--- src/diff_drive_wheel_pwm_controller_top_macros.svh ---
// Assertion helpers for the drive controller
`ifndef DIFF_DRIVE_WHEEL_PWM_CONTROLLER_TOP_MACROS_SVH
`define DIFF_DRIVE_WHEEL_PWM_CONTROLLER_TOP_MACROS_SVH

// same-cycle implication, sampled on clk, off during reset
`define ASSERT_SAME(label, ante, cons, msg) \
	label: assert property (@(posedge clk) disable iff (!arst_n) (ante) |-> (cons)) \
		else $error(msg);

// next-cycle implication
`define ASSERT_NEXT(label, ante, cons, msg) \
	label: assert property (@(posedge clk) disable iff (!arst_n) (ante) |=> (cons)) \
		else $error(msg);

`endif

--- src/ddw_pkg.sv ---
package ddw_pkg;

	// field widths
	localparam int RPM_W   = 20;
	localparam int DRV_W   = 24;
	localparam int PWM_W   = 11;
	localparam int DIV_N   = 32;
	localparam int DIV_CW  = 6;
	localparam int DVS_W   = 17;

	localparam logic signed [RPM_W-1:0] RPM_MAX = {1'b0, {(RPM_W-1){1'b1}}};
	localparam logic signed [RPM_W-1:0] RPM_MIN = {1'b1, {(RPM_W-1){1'b0}}};
	localparam logic signed [DRV_W-1:0] DRV_MAX = {1'b0, {(DRV_W-1){1'b1}}};
	localparam logic signed [DRV_W-1:0] DRV_MIN = {1'b1, {(DRV_W-1){1'b0}}};

	// wheel speed scaling: v = lin*2000 -+ ang*base, rpm_q4 = v*12 / (25*circ)
	localparam logic signed [26:0] LIN_SCALE = 27'sd2000;
	localparam logic [DVS_W-1:0]   CIRC_SCALE = 17'd25;

	// configuration register indexes
	localparam logic [2:0] REG_WHEEL_BASE  = 3'd0;
	localparam logic [2:0] REG_CIRCUMF     = 3'd1;
	localparam logic [2:0] REG_GAIN        = 3'd2;
	localparam logic [2:0] REG_DAMPING     = 3'd3;
	localparam logic [2:0] REG_MIN_KICK    = 3'd4;
	localparam logic [2:0] REG_PWM_LIMIT   = 3'd5;
	localparam logic [2:0] REG_LIN_THRESH  = 3'd6;
	localparam logic [2:0] REG_SPIN_THRESH = 3'd7;

	// operations issued to a wheel lane
	typedef enum logic [3:0] {
		LOP_NONE,
		LOP_CLEAR,
		LOP_MUL,
		LOP_DIV,
		LOP_WB,
		LOP_KICK,
		LOP_FCLR,
		LOP_FMUL,
		LOP_ACC
	} lane_op_t;

	typedef struct packed {
		lane_op_t op;
		logic     fwd;
		logic     kick_en;
	} lane_ctl_t;

	typedef struct packed {
		logic div_busy;
	} lane_sts_t;

	typedef enum logic [2:0] {
		ST_IDLE,
		ST_CMD_MUL,
		ST_CMD_START,
		ST_CMD_DIV,
		ST_CMD_WB,
		ST_FB_MUL,
		ST_FB_ACC,
		ST_FB_OUT
	} ctl_state_t;

endpackage

--- src/ddw_div.sv ---
module ddw_div
	import ddw_pkg::*;
(
	input  logic              clk,
	input  logic              arst_n,
	input  logic              start,
	input  logic [DIV_N-1:0]  dividend,
	input  logic [DVS_W-1:0]  divisor,
	output logic              busy,
	output logic [DIV_N-1:0]  quotient
);

	logic [DVS_W-1:0]  rem_q;
	logic [DIV_N-1:0]  quo_q;
	logic [DIV_CW-1:0] cnt_q;
	logic              busy_q;
	logic [DVS_W:0]    rem_sh;
	logic              ge;
	logic [DVS_W-1:0]  rem_nxt;

	// one restoring step: shift in the next dividend bit, try subtract
	always_comb begin
		rem_sh  = {rem_q, quo_q[DIV_N-1]};
		ge      = rem_sh >= {1'b0, divisor};
		rem_nxt = ge ? DVS_W'(rem_sh - {1'b0, divisor}) : rem_sh[DVS_W-1:0];
	end

	always_ff @(posedge clk or negedge arst_n) begin
		if (!arst_n) begin
			busy_q <= 1'b0;
			cnt_q  <= '0;
		end else if (start) begin
			busy_q <= 1'b1;
			cnt_q  <= DIV_CW'(DIV_N);
		end else if (busy_q) begin
			cnt_q <= cnt_q - 1'b1;
			if (cnt_q == DIV_CW'(1)) begin
				busy_q <= 1'b0;
			end
		end
	end

	// datapath
	always_ff @(posedge clk) begin
		if (start) begin
			rem_q <= '0;
			quo_q <= dividend;
		end else if (busy_q) begin
			rem_q <= rem_nxt;
			quo_q <= {quo_q[DIV_N-2:0], ge};
		end
	end

	assign busy     = busy_q;
	assign quotient = quo_q;

endmodule

--- src/ddw_lane.sv ---
module ddw_lane
	import ddw_pkg::*;
(
	input  logic                    clk,
	input  logic                    arst_n,
	input  lane_ctl_t               ctl,
	input  logic                    is_right,
	input  logic signed [15:0]      lin_mm_s,
	input  logic signed [15:0]      ang_mrad_s,
	input  logic signed [11:0]      meas_rpm,
	input  logic [11:0]             wheel_base_mm,
	input  logic [11:0]             circumference_mm,
	input  logic [9:0]              gain_q8,
	input  logic [8:0]              damping_q8,
	input  logic [9:0]              min_kick_pwm,
	input  logic [9:0]              pwm_limit,
	output lane_sts_t               sts,
	output logic signed [PWM_W-1:0] pwm
);

	function automatic logic signed [RPM_W-1:0] sat_rpm(input logic signed [RPM_W:0] v);
		sat_rpm = (v[RPM_W] != v[RPM_W-1]) ? (v[RPM_W] ? RPM_MIN : RPM_MAX) : v[RPM_W-1:0];
	endfunction

	function automatic logic signed [DRV_W-1:0] sat_drv(input logic signed [28:0] v);
		if (v[28]) begin
			sat_drv = (&v[27:DRV_W-1]) ? v[DRV_W-1:0] : DRV_MIN;
		end else begin
			sat_drv = (|v[27:DRV_W-1]) ? DRV_MAX : v[DRV_W-1:0];
		end
	endfunction

	// wheel state
	logic signed [RPM_W-1:0] target_q;
	logic signed [RPM_W-1:0] err_q;
	logic signed [11:0]      meas_q;
	logic signed [DRV_W-1:0] drive_q;

	// pipeline payload
	logic signed [26:0] lin_k_s1;
	logic signed [27:0] ang_b_s1;
	logic               neg_s2;
	logic [18:0]        gd_s1;
	logic signed [39:0] prod_s2;

	logic signed [28:0]      v;
	logic signed [32:0]      v12;
	logic [DIV_N-1:0]        v_mag;
	logic [11:0]             circ_eff;
	logic [DVS_W-1:0]        dvs;
	logic                    div_busy;
	logic [DIV_N-1:0]        quo;
	logic signed [RPM_W-1:0] rq;
	logic signed [RPM_W-1:0] rq_neg;
	logic signed [RPM_W-1:0] tgt;
	logic signed [RPM_W:0]   m16;
	logic signed [RPM_W:0]   e21;
	logic [DRV_W-1:0]        dmag;
	logic [DRV_W-1:0]        kick;
	logic signed [DRV_W-1:0] kick_drv;
	logic signed [39:0]      padj;
	logic signed [27:0]      step;
	logic signed [28:0]      dsum;
	logic signed [DRV_W-1:0] dadj;
	logic signed [15:0]      p;
	logic signed [15:0]      lims;

	// wheel linear speed, scaled by 12 and split into sign and magnitude
	always_comb begin
		v        = is_right ? (29'(lin_k_s1) + 29'(ang_b_s1)) : (29'(lin_k_s1) - 29'(ang_b_s1));
		v12      = (33'(v) <<< 3) + (33'(v) <<< 2);
		v_mag    = v12[32] ? DIV_N'(-v12) : v12[DIV_N-1:0];
		circ_eff = (circumference_mm == 12'd0) ? 12'd1 : circumference_mm;
		dvs      = DVS_W'(circ_eff) * CIRC_SCALE;
	end

	ddw_div u_div (
		.clk      (clk),
		.arst_n   (arst_n),
		.start    (ctl.op == LOP_DIV),
		.dividend (v_mag),
		.divisor  (dvs),
		.busy     (div_busy),
		.quotient (quo)
	);

	// signed rpm target and error from the quotient
	always_comb begin
		if (neg_s2) begin
			rq = ((|quo[DIV_N-1:RPM_W]) || (quo[RPM_W-1] && (|quo[RPM_W-2:0]))) ? RPM_MIN
				: RPM_W'(-$signed({1'b0, quo[RPM_W-1:0]}));
		end else begin
			rq = (|quo[DIV_N-1:RPM_W-1]) ? RPM_MAX : $signed({1'b0, quo[RPM_W-2:0]});
		end
		rq_neg = (rq == RPM_MIN) ? RPM_MAX : -rq;
		tgt    = (is_right ? ctl.fwd : !ctl.fwd) ? rq_neg : rq;
		m16    = $signed({{5{meas_q[11]}}, meas_q, 4'b0000});
		e21    = ctl.fwd ? (21'(tgt) - m16) : (21'(tgt) + m16);
	end

	// kick and drive accumulation
	always_comb begin
		dmag     = drive_q[DRV_W-1] ? DRV_W'(-drive_q) : drive_q;
		kick     = {6'b0, min_kick_pwm, 8'b0};
		kick_drv = ((target_q < 0) != !ctl.fwd) ? DRV_W'(-$signed(kick)) : $signed(kick);
		padj     = prod_s2 + (prod_s2[39] ? 40'sd4095 : 40'sd0);
		step     = padj[39:12];
		dsum     = ctl.fwd ? (29'(drive_q) + 29'(step)) : (29'(drive_q) - 29'(step));
	end

	// pwm: truncate toward zero, clamp
	always_comb begin
		dadj = drive_q + (drive_q[DRV_W-1] ? 24'sd255 : 24'sd0);
		p    = dadj[DRV_W-1:8];
		lims = $signed({6'b0, pwm_limit});
		if (p > lims) begin
			pwm = PWM_W'(lims);
		end else if (p < -lims) begin
			pwm = PWM_W'(-lims);
		end else begin
			pwm = PWM_W'(p);
		end
	end

	// wheel state updates
	always_ff @(posedge clk or negedge arst_n) begin
		if (!arst_n) begin
			target_q <= '0;
			err_q    <= '0;
			meas_q   <= '0;
			drive_q  <= '0;
		end else begin
			unique case (ctl.op)
				LOP_CLEAR: begin
					target_q <= '0;
					err_q    <= '0;
					drive_q  <= '0;
				end
				LOP_FCLR: begin
					meas_q   <= meas_rpm;
					target_q <= '0;
					err_q    <= '0;
					drive_q  <= '0;
				end
				LOP_WB: begin
					target_q <= tgt;
					err_q    <= sat_rpm(e21);
				end
				LOP_KICK: begin
					meas_q <= meas_rpm;
					if (ctl.kick_en && (dmag < kick)) begin
						drive_q <= kick_drv;
					end
				end
				LOP_ACC: begin
					drive_q <= sat_drv(dsum);
				end
				default: begin
				end
			endcase
		end
	end

	// multiplier stages
	always_ff @(posedge clk) begin
		if (ctl.op == LOP_MUL) begin
			lin_k_s1 <= 27'(lin_mm_s) * LIN_SCALE;
			ang_b_s1 <= 28'(ang_mrad_s) * 28'($signed({1'b0, wheel_base_mm}));
		end
		if (ctl.op == LOP_DIV) begin
			neg_s2 <= v12[32];
		end
		if (ctl.op == LOP_KICK) begin
			gd_s1 <= 19'(gain_q8) * 19'(damping_q8);
		end
		if (ctl.op == LOP_FMUL) begin
			prod_s2 <= 40'($signed({1'b0, gd_s1})) * 40'(err_q);
		end
	end

	assign sts.div_busy = div_busy;

endmodule

--- src/diff_drive_wheel_pwm_controller_top.sv ---
// Two-wheel drive controller. A command item (tuser 0) stores linear and turn
// speed and, outside the spin and deadband cases, derives per-wheel target rpm
// and error; it gives no result and waits on the 32-step restoring divider in
// each wheel lane (a spin or deadband command is handled as it is accepted).
// A feedback item (tuser 1) latches the measured rpm, updates the drive levels
// and returns one PWM pair via the multiply, accumulate and output states (only
// the output state when stopped). Items are taken one at a time; a finished PWM
// pair waits in the output register while the next items are accepted.
module diff_drive_wheel_pwm_controller_top
	import ddw_pkg::*;
(
	input  logic        clk,
	input  logic        arst_n,
	input  logic        s_tvalid,
	output logic        s_tready,
	input  logic [55:0] s_tdata,   // linear_mm_s, angular_mrad_s, speed_left_rpm, speed_right_rpm
	input  logic        s_tuser,   // req_type
	output logic        m_tvalid,
	input  logic        m_tready,
	output logic [23:0] m_tdata,   // left drive, right drive, zero pad
	input  logic        cfg_valid,
	output logic        cfg_ready,
	input  logic [2:0]  cfg_index,
	input  logic [14:0] cfg_data
);

	// configuration
	logic [11:0] wheel_base_q;
	logic [11:0] circ_q;
	logic [9:0]  gain_q;
	logic [8:0]  damping_q;
	logic [9:0]  min_kick_q;
	logic [9:0]  pwm_limit_q;
	logic [14:0] lin_thresh_q;
	logic [14:0] spin_thresh_q;

	assign cfg_ready = 1'b1;

	always_ff @(posedge clk or negedge arst_n) begin
		if (!arst_n) begin
			wheel_base_q  <= 12'd530;
			circ_q        <= 12'd534;
			gain_q        <= 10'd26;
			damping_q     <= 9'd230;
			min_kick_q    <= 10'd45;
			pwm_limit_q   <= 10'd500;
			lin_thresh_q  <= 15'd10;
			spin_thresh_q <= 15'd2900;
		end else if (cfg_valid && cfg_ready) begin
			unique case (cfg_index)
				REG_WHEEL_BASE:  wheel_base_q  <= cfg_data[11:0];
				REG_CIRCUMF:     circ_q        <= cfg_data[11:0];
				REG_GAIN:        gain_q        <= cfg_data[9:0];
				REG_DAMPING:     damping_q     <= cfg_data[8:0];
				REG_MIN_KICK:    min_kick_q    <= cfg_data[9:0];
				REG_PWM_LIMIT:   pwm_limit_q   <= cfg_data[9:0];
				REG_LIN_THRESH:  lin_thresh_q  <= cfg_data;
				REG_SPIN_THRESH: spin_thresh_q <= cfg_data;
				default: begin
				end
			endcase
		end
	end

	// request fields
	logic               req_acc;
	logic signed [15:0] in_lin;
	logic signed [15:0] in_ang;
	logic signed [11:0] in_sl;
	logic signed [11:0] in_sr;

	assign in_lin = s_tdata[15:0];
	assign in_ang = s_tdata[31:16];
	assign in_sl  = s_tdata[43:32];
	assign in_sr  = s_tdata[55:44];

	// stored command
	logic signed [15:0] cmd_lin_q;
	logic signed [15:0] cmd_ang_q;

	always_ff @(posedge clk or negedge arst_n) begin
		if (!arst_n) begin
			cmd_lin_q <= '0;
			cmd_ang_q <= '0;
		end else if (req_acc && !s_tuser) begin
			cmd_lin_q <= in_lin;
			cmd_ang_q <= in_ang;
		end
	end

	// speed classification
	logic signed [16:0] thr_s;
	logic signed [16:0] spin_s;
	logic signed [16:0] cl17;
	logic signed [16:0] ca_mag;
	logic signed [16:0] nl17;
	logic signed [16:0] nl_mag;
	logic signed [16:0] na17;
	logic signed [16:0] na_mag;
	logic               moving;
	logic               fwd;
	logic               spin_ok;
	logic               new_spin;
	logic               new_slow;

	always_comb begin
		thr_s    = $signed({2'b00, lin_thresh_q});
		spin_s   = $signed({2'b00, spin_thresh_q});
		cl17     = 17'(cmd_lin_q);
		ca_mag   = cmd_ang_q[15] ? -17'(cmd_ang_q) : 17'(cmd_ang_q);
		nl17     = 17'(in_lin);
		nl_mag   = in_lin[15] ? -nl17 : nl17;
		na17     = 17'(in_ang);
		na_mag   = in_ang[15] ? -na17 : na17;
		fwd      = cl17 > thr_s;
		moving   = fwd || (cl17 < -thr_s);
		spin_ok  = ca_mag < spin_s;
		new_spin = na_mag > spin_s;
		new_slow = nl_mag <= thr_s;
	end

	// sequencer
	ctl_state_t state_q;
	ctl_state_t state_d;
	lane_ctl_t  lane_ctl;
	lane_sts_t  sts_l;
	lane_sts_t  sts_r;
	logic       out_free;
	logic       out_load;
	logic       m_tvalid_q;

	assign out_free = !m_tvalid_q || m_tready;
	assign req_acc  = s_tvalid && s_tready;

	always_comb begin
		state_d = state_q;
		unique case (state_q)
			ST_IDLE: begin
				if (s_tvalid) begin
					if (s_tuser) begin
						state_d = moving ? ST_FB_MUL : ST_FB_OUT;
					end else if (!new_spin && !new_slow) begin
						state_d = ST_CMD_MUL;
					end
				end
			end
			ST_CMD_MUL:   state_d = ST_CMD_START;
			ST_CMD_START: state_d = ST_CMD_DIV;
			ST_CMD_DIV: begin
				if (!sts_l.div_busy && !sts_r.div_busy) begin
					state_d = ST_CMD_WB;
				end
			end
			ST_CMD_WB:    state_d = ST_IDLE;
			ST_FB_MUL:    state_d = ST_FB_ACC;
			ST_FB_ACC:    state_d = ST_FB_OUT;
			ST_FB_OUT: begin
				if (out_free) begin
					state_d = ST_IDLE;
				end
			end
			default:      state_d = ST_IDLE;
		endcase
	end

	always_comb begin
		s_tready         = 1'b0;
		out_load         = 1'b0;
		lane_ctl.op      = LOP_NONE;
		lane_ctl.fwd     = fwd;
		lane_ctl.kick_en = spin_ok;
		unique case (state_q)
			ST_IDLE: begin
				s_tready = 1'b1;
				if (s_tvalid) begin
					if (s_tuser) begin
						lane_ctl.op = moving ? LOP_KICK : LOP_FCLR;
					end else if (!new_spin && new_slow) begin
						lane_ctl.op = LOP_CLEAR;
					end
				end
			end
			ST_CMD_MUL:   lane_ctl.op = LOP_MUL;
			ST_CMD_START: lane_ctl.op = LOP_DIV;
			ST_CMD_WB:    lane_ctl.op = LOP_WB;
			ST_FB_MUL:    lane_ctl.op = LOP_FMUL;
			ST_FB_ACC:    lane_ctl.op = LOP_ACC;
			ST_FB_OUT:    out_load = out_free;
			default: begin
			end
		endcase
	end

	always_ff @(posedge clk or negedge arst_n) begin
		if (!arst_n) begin
			state_q <= ST_IDLE;
		end else begin
			state_q <= state_d;
		end
	end

	// wheel lanes
	logic signed [PWM_W-1:0] pwm_l;
	logic signed [PWM_W-1:0] pwm_r;

	ddw_lane u_lane_l (
		.clk              (clk),
		.arst_n           (arst_n),
		.ctl              (lane_ctl),
		.is_right         (1'b0),
		.lin_mm_s         (cmd_lin_q),
		.ang_mrad_s       (cmd_ang_q),
		.meas_rpm         (in_sl),
		.wheel_base_mm    (wheel_base_q),
		.circumference_mm (circ_q),
		.gain_q8          (gain_q),
		.damping_q8       (damping_q),
		.min_kick_pwm     (min_kick_q),
		.pwm_limit        (pwm_limit_q),
		.sts              (sts_l),
		.pwm              (pwm_l)
	);

	ddw_lane u_lane_r (
		.clk              (clk),
		.arst_n           (arst_n),
		.ctl              (lane_ctl),
		.is_right         (1'b1),
		.lin_mm_s         (cmd_lin_q),
		.ang_mrad_s       (cmd_ang_q),
		.meas_rpm         (in_sr),
		.wheel_base_mm    (wheel_base_q),
		.circumference_mm (circ_q),
		.gain_q8          (gain_q),
		.damping_q8       (damping_q),
		.min_kick_pwm     (min_kick_q),
		.pwm_limit        (pwm_limit_q),
		.sts              (sts_r),
		.pwm              (pwm_r)
	);

	// merged output register
	logic signed [PWM_W-1:0] out_left_q;
	logic signed [PWM_W-1:0] out_right_q;

	always_ff @(posedge clk or negedge arst_n) begin
		if (!arst_n) begin
			m_tvalid_q <= 1'b0;
		end else if (out_load) begin
			m_tvalid_q <= 1'b1;
		end else if (m_tready) begin
			m_tvalid_q <= 1'b0;
		end
	end

	always_ff @(posedge clk) begin
		if (out_load) begin
			out_left_q  <= pwm_l;
			out_right_q <= pwm_r;
		end
	end

	assign m_tvalid = m_tvalid_q;
	assign m_tdata  = {2'b00, out_right_q, out_left_q};

	// checks
	logic signed [11:0] lim_s;
	logic               pwm_in_lim;
	assign lim_s      = $signed({2'b00, pwm_limit_q});
	assign pwm_in_lim = (12'(out_left_q) <= lim_s) && (12'(out_left_q) >= -lim_s)
		&& (12'(out_right_q) <= lim_s) && (12'(out_right_q) >= -lim_s);

`include "diff_drive_wheel_pwm_controller_top_macros.svh"

	`ASSERT_SAME(a_wb_after_div, state_q == ST_CMD_WB, !sts_l.div_busy && !sts_r.div_busy, "target written while divider busy")
	`ASSERT_NEXT(a_out_loaded, out_load, m_tvalid && (state_q == ST_IDLE), "pwm pair not presented")
	`ASSERT_SAME(a_pwm_clamp, m_tvalid, pwm_in_lim, "pwm outside limit")

endmodule
--- config.mk ---
export PLATFORM = sky130hd
export DESIGN_NAME = diff_drive_wheel_pwm_controller_top
export DESIGN_NICKNAME = d
export VERILOG_FILES = /design/src/ddw_pkg.sv /design/src/ddw_div.sv /design/src/ddw_lane.sv /design/src/diff_drive_wheel_pwm_controller_top.sv
export VERILOG_INCLUDE_DIRS = /design/src /design/src/src
export SDC_FILE = /design/constraint.sdc
export NUM_CORES = 2
export LEC_CHECK = 0
export ABC_AREA = 0
export BUFFER_PORTS_ARGS = -buffer_cell sky130_fd_sc_hd__buf_2
export CAP_MARGIN = 20
export CORE_MARGIN = 8
export CORE_UTILIZATION = 50
export DETAILED_ROUTE_END_ITERATION = 6
export PLACE_DENSITY = 0.68
export SLEW_MARGIN = 20
export SYNTH_ARGS = -nofsm -noshare
export SYNTH_HDL_FRONTEND = slang
export SYNTH_SLANG_ARGS = --single-unit
--- constraint.sdc ---
create_clock -name clk -period 7.6 [get_ports clk]
set_input_delay 0.38 -clock clk [delete_from_list [all_inputs] [get_ports clk]]
set_output_delay 0.38 -clock clk [all_outputs]
set_load 0.01 [all_outputs]
* Word level (Yosys, flattened, before mapping)
Cells that the tools add are included.
** Word-level totals
- Bits in registers :: 567
- Word-level logic and storage cells :: 263
- Output and inout bits :: 27
- Input bits :: 80
** Operators by class
- Equality and inequality tests :: 36
- Multiply operators :: 6
- $lt $le $gt $ge :: 15
- Muxes and demuxes :: 82
- Add/sub/neg operators :: 34
- Reduce and logical (&&, ||, !) cells :: 51
** Operators with widths (count)
- $mux W24 :: 12
- $mux W20 :: 12
- $mux W32 :: 6
- $pmux W20 S2 :: 4
- $pmux W24 S3 :: 2
- $mux W17 :: 5
- $add A40 B13 Y40 :: 2
- $mul A20 B20 Y40 :: 2
- $neg A20 Y20 :: 4
- $add A32 B31 Y33 :: 2
- $neg A32 Y32 :: 2
- $add A24 B28 Y29 :: 2
- $mux W29 :: 2
- $sub A24 B28 Y29 :: 2
- $neg A16 Y17 :: 3
- $add A24 B9 Y24 :: 2
- $lt A24 B18 Y1 :: 2
- $neg A24 Y24 :: 2
- $add A20 B16 Y21 :: 2
- $mux W21 :: 2
- $sub A20 B16 Y21 :: 2
- $eq A20 B20 Y1 const B :: 2
- $lt A20 B1 Y1 const B :: 2
- $mux W19 :: 2
- 56 further kinds :: 144

* Longest topological paths before layout
- Depth in word-level cells :: 13
- Gate-level depth with buffers :: 34
- Gate-level depth less buffers :: 33

* By module
A second synthesis with hierarchy kept.
** Second synthesis, totals
- Cell total of the unflattened synthesis :: 11623
- Area total of the unflattened synthesis :: 103927.2 um^2
** Modules (own cells, without submodules)
- ddw_lane at u_lane_l :: instances 1, seq. area each 4759.6 um^2, cells an instance 5138, area an instance 44448.9 um^2
- ddw_lane at u_lane_r :: instances 1, seq. area each 4759.6 um^2, cells an instance 5100, area an instance 44083.5 um^2
- diff_drive_wheel_pwm_controller_top :: instances 1, seq. area each 3930.0 um^2, cells an instance 743, area an instance 8630.8 um^2
- ddw_div :: instances 2, seq. area each 1476.4 um^2, cells an instance 321, area an instance 3382.0 um^2

* Least setup slack after synthesis
OpenSTA, ideal clock, no wires.
- Kind :: register -> register
- Start :: register u_lane_l.err_q[3]
- End :: register u_lane_l.prod_s2[39], data pin
- Data required time :: 7.339 ns
- Arrival time :: 7.012 ns
- Period minus slack after synthesis :: 7.274 ns
- Setup time :: 0.261 ns
- Buffers on the path :: 2
- Stages on the path, launching flop included :: 28
- Path slack :: 0.326 ns
- Cells stage by stage :: dfrtp_1 clkbuf_1 clkbuf_1 nand2_1 fa_1 inv_1 fa_1 fa_1 inv_1 fa_1 inv_1 fa_1 fa_1 fa_1 ha_1 a21o_1 a21o_1 a211oi_1 o21ai_0 o221a_2 o211a_1 o21ai_0 nand2b_1 nor2b_1 a211o_1 nand3_1 o21ai_0 xnor2_1
** On the way
- Longest elaborated chain between the ends :: 1
** Ends and longest elaborated chain
- start, declared :: line ddw_lane.sv:35 : logic signed [RPM_W-1:0] err_q;
- start signal, assigned :: line ddw_lane.sv:147 : err_q <= sat_rpm(e21);
- $mul A20 B20 Y40 :: line ddw_lane.sv:177 : prod_s2 <= 40'($signed({1'b0, gd_s1})) * 40'(err_q);
- end signal, assigned :: line ddw_lane.sv:177
- end, declared :: line ddw_lane.sv:44 : logic signed [39:0] prod_s2;
Every way passes these cells.
A chain may end at the register's enable or synchronous reset.

* Worst setup path in the final report
- Start :: register u_lane_l.gd_s1[5]
- End :: register u_lane_l.prod_s2[39], data pin
** On the way
- Longest elaborated chain between the ends :: 1
** Ends and longest elaborated chain
- start, declared :: line ddw_lane.sv:43 : logic [18:0] gd_s1;
- start signal, assigned :: line ddw_lane.sv:174 : gd_s1 <= 19'(gain_q8) * 19'(damping_q8);
- $mul A20 B20 Y40 :: line ddw_lane.sv:177
Every way passes these cells.

==> results.md <==
- The first detailed-routing pass took 5 iterations.
- The final estimated routing congestion in global placement is 0.918.
- The Yosys step of the flow raised 0 warnings.
- The clock-pin slew on the worst setup and hold paths is 0.06 ns.
- The number of top-level pins is 107.
- The clock tree synthesis step divided the H-tree into 3 levels.
- The filler cells instantiated in the layout total 15,000.
- Using the TritonRoute via totals, the vias-per-cell ratio works out to 5.70.
- For the worst setup path, the data arrival time is 7.70 ns.
- The max-capacitance violation count is 0.
- The global routing met3 resource utilization is 3.85%.
- For the final database, setup skew stands at 0.0393 ns.
- The post-route netlist has 8.57% of its cells at a drive strength greater than 1.
- The placement row count is 149.
- The startpoint identified for the worst register-to-register timing path is u_lane_l.gd_s1[5]$_DFFE_PP_.
- The number of global-route vias before repair is 69,700.
- The endpoint of the most critical register-to-register path is u_lane_l.prod_s2[39]$_DFFE_PN_.
- The utilization after layout is 55.1%.
- The flop-to-flop setup slack is 0.30 ns.
- The final net count is 11,600.
- The endpoint of the worst setup timing path is u_lane_l.prod_s2[39]$_DFFE_PN_.
- The number of nets with antenna violations after routing is 0.
- The transition at the pin with the smallest max-transition slack is 1.03 ns.
- The number of antenna violations at the first check in global routing was 13.
- The number of different library cells used by synthesis comes to 99.
- Based on the critical path, the design can be clocked at up to 137 MHz.
- The final instance area is 91,000 µm².
- Of all cell types, the one taking the most synthesized area is sky130_fd_sc_hd__fa_1.
- The worst-skew pair later-pin latency is 0.70 ns.
- The count of flip-flops with a built-in enable after synthesis is 238.
- Yosys attributes the largest share of cell area to sky130_fd_sc_hd__fa_1 22%, sky130_fd_sc_hd__ha_1 15%, sky130_fd_sc_hd__edfxtp_1 8.6%.
- The count of final setup violators is 0.
- The global-route track usage on met1 is 30.9%.
- The final critical delay including setup and external delays is 7.30 ns.
- By count the netlist is led by 1,312 x sky130_fd_sc_hd__inv_1, 1,069 x sky130_fd_sc_hd__nand2_1, 977 x sky130_fd_sc_hd__ha_1, 912 x sky130_fd_sc_hd__fa_1, 483 x sky130_fd_sc_hd__nor2_1.
- The headroom to the max-slew limit is 30.8%.
- The clock tree from TritonCTS is built.
- The maximum buffer depth of the clock tree is 3.
- The flow ran to the end, and the final reports show no timing, DRC or antenna violations.
- The largest net degree at the start of global routing is 133.
- The biggest fanout along the worst timing path is 24.
- The number of max-slew violations in the final report is 0.
- Measured along the x axis, the die boundary spans 424 µm.
- The most critical setup path has its startpoint at u_lane_l.gd_s1[5]$_DFFE_PP_.
- The sum of net half-perimeters after detailed placement is 186 mm.
- In the synthesized netlist, the number of instances is 9,465.
- The overall die height is 424 µm.
- The critical path start-end classification is reg2reg.
- The count of routing violations after the opening detailed-route iteration is 4,403.
- The sort of element at the end of the critical path is a flip-flop.
- The final number of hold-violating endpoints was 0.
- The async set-or-reset flop fraction in the synthesized netlist is 48.6%.
- The layer carrying the most global-route usage is met2.
- In the routed design, unresolved DRC markers number 0.
- The first global-routing pass estimated 372 mm of wire.
- The worst hold path belongs to the class in2reg.
- The count of input and output buffers is 103.
- The required arrival time at the worst endpoint is 8.00 ns.
- The global-route track usage on met2 is 44.6%.
- Setup slack closes at 0.302 ns.
- The area added between synthesis and finish is 9.33%.
- The predominant post-synthesis flop cell is sky130_fd_sc_hd__edfxtp_1.
- The setup total negative slack is 0 ns.
- The initial standard-cell utilization of the core is 50.4%.
- Summed over all layers, the global routing overflow is 0.
- The minimum setup slack after placement is -0.0224 ns.
- After floorplanning, the core was sized to cover 165,000 µm².
- The total wire length after detailed routing is 232 mm.
- sky130_fd_sc_hd__inv_1 is the most common cell in the netlist.
- Global routing consumed, over all layers together, 25.5% of the routing resources.
- The via count is 67,600.
- The cell area after placement is 87,700 µm².
- The post-synthesis instance area is 83,300 µm².
- The sequential share of the synthesized area is 17.2%.
- After detailed routing, the average wire length per cell comes to 19.6 µm.
- The buffer type at the clock tree root is sky130_fd_sc_hd__clkbuf_16.
- For the worst flop-to-flop path, the logic depth is 27.
- After synthesis the netlist holds a flip-flop and latch count of 529.
- A synthesized cell averages 8.80 µm².
- The worst path uses 96.0% of the clock period.
- Buffers inserted during clock tree synthesis total 73.
- The area share of the largest cell type after synthesis is 21.9%.
- STA classifies the critical path startpoint as a flip-flop.
- The clock drives 529 sinks.
- The total die area is 180,000 µm².
-- registers in the layout, summed over array words and instances, names as in the netlist, 16 cells and up --
name / flops
u_lane_l.prod_s2: 40
u_lane_r.prod_s2: 40
u_lane_l.u_div.quotient: 32
u_lane_r.u_div.quotient: 32
u_lane_r.ang_b_s1: 28
u_lane_l.drive_q: 24
u_lane_r.drive_q: 24
u_lane_r.lin_k_s1: 23
u_lane_l.err_q: 20
u_lane_r.err_q: 20
u_lane_l.gd_s1: 19
u_lane_l.u_div.rem_q: 17
u_lane_r.u_div.rem_q: 17
cmd_ang_q: 16
cmd_lin_q: 16
-- what timing repair did --
item / CTS / global route
endpoints found under the hold margin: 123 / 0
gates cloned: 0 / 5
setup endpoints to repair: 8 / 80
pin swaps: 1 / 14
gates resized for setup: 3 / 46
setup buffers: 0 / 21
hold buffers: 49 / 0
-- stage by stage --
stage                     instances  hold slack (ns)
after CTS                     11800          0.00506
after floorplan                9466           0.0844
after global routing          11900           0.0354
final                         11900           0.0548
after global placement        11600            0.439
after detailed placement      11600            0.458
-- area by class of cell --
cell class / instances / area (µm²) / share of cell area (%)
diodes: 3 / 7.51 / 0.00825
clock buffers: 96 / 1970 / 2.17
clock inverters: 37 / 407 / 0.447
inverters: 1316 / 4940 / 5.43
multi-input cells: 7202 / 62700 / 68.9
flip-flops and latches: 529 / 14300 / 15.7
well taps: 2189 / 2740 / 3.01
repair buffers: 487 / 3980 / 4.37
-- cells in the final DEF (no fill, tap or decap), types with 238 or more instances in the layout --
cell,count
sky130_fd_sc_hd__inv_1,1312
sky130_fd_sc_hd__nand2_1,1068
sky130_fd_sc_hd__ha_1,974
sky130_fd_sc_hd__fa_1,911
sky130_fd_sc_hd__nor2_1,482
sky130_fd_sc_hd__and2_1,464
sky130_fd_sc_hd__a21oi_1,449
sky130_fd_sc_hd__xnor2_1,438
sky130_fd_sc_hd__o21ai_0,398
sky130_fd_sc_hd__buf_4,299
sky130_fd_sc_hd__edfxtp_1,238
-- worst max-delay path, cell delays in order (launching register included) --
cell and delay (ns):
sky130_fd_sc_hd__edfxtp_1 0.41, sky130_fd_sc_hd__buf_12 0.18, sky130_fd_sc_hd__buf_16 0.17, sky130_fd_sc_hd__and2_1 0.17, sky130_fd_sc_hd__fa_1 0.55, sky130_fd_sc_hd__inv_1 0.06, sky130_fd_sc_hd__fa_1 0.50, sky130_fd_sc_hd__inv_1 0.05
sky130_fd_sc_hd__fa_1 0.47, sky130_fd_sc_hd__fa_1 0.54, sky130_fd_sc_hd__inv_1 0.06, sky130_fd_sc_hd__fa_1 0.52, sky130_fd_sc_hd__fa_1 0.56, sky130_fd_sc_hd__inv_1 0.06, sky130_fd_sc_hd__fa_1 0.52, sky130_fd_sc_hd__ha_4 0.30
sky130_fd_sc_hd__and3_1 0.17, sky130_fd_sc_hd__nand3_1 0.08, sky130_fd_sc_hd__a31oi_1 0.20, sky130_fd_sc_hd__o221a_2 0.27, sky130_fd_sc_hd__o211a_1 0.16, sky130_fd_sc_hd__o21ai_1 0.05, sky130_fd_sc_hd__nand2b_1 0.14, sky130_fd_sc_hd__nor2b_2 0.24
sky130_fd_sc_hd__a211o_1 0.18, sky130_fd_sc_hd__nand3_1 0.09, sky130_fd_sc_hd__o21ai_2 0.18, sky130_fd_sc_hd__xnor2_2 0.12
-- worst min-delay path by stage --
stage	end	from	slack, ns	depth (start not counted)
after floorplan	circ_q[0]$_DFFE_PN0P_	arst_n	0.08	0
after global placement	pwm_limit_q[1]$_DFFE_PN0P_	arst_n	0.44	1
after detailed placement	pwm_limit_q[3]$_DFFE_PN0P_	arst_n	0.46	1
after CTS	state_q[1]$_DFFE_PN0P_	s_tuser	0.005	3
after global routing	cmd_ang_q[6]$_DFFE_PN0P_	s_tdata[22]	0.04	2
final	cmd_ang_q[7]$_DFFE_PN0P_	s_tdata[23]	0.05	2
-- logic make-up (layout without fill, tap and decap cells) --
kind of cell,count (synthesis),in the layout,share of synthesized area (%)
DFF,529,529,17.2
buffers and inverters,1735,1936,7.85
other,2,6,0.00902
and+or+nand+nor,2834,2834,16.5
adders and majority gates,1892,1892,36.6
xor gates and xnor gates,644,644,6.78
AOI/OAI and AO/OA,1659,1659,12.8
muxes,170,170,2.25
-- layer usage --
| layer | vias up | share of wire, % |
|---|---|---|
| met2 | 1903 | 49 |
| met1 | 33400 | 40 |
| met4 | 2 | 5.4 |
| met3 | 516 | 5.6 |
| met5 | - | 0.0047 |
| li1 | 31800 | - |
Power is left out: the tool's default activity adds up to more than one toggle a clock period on the data nets, which glitch-free logic cannot reach.
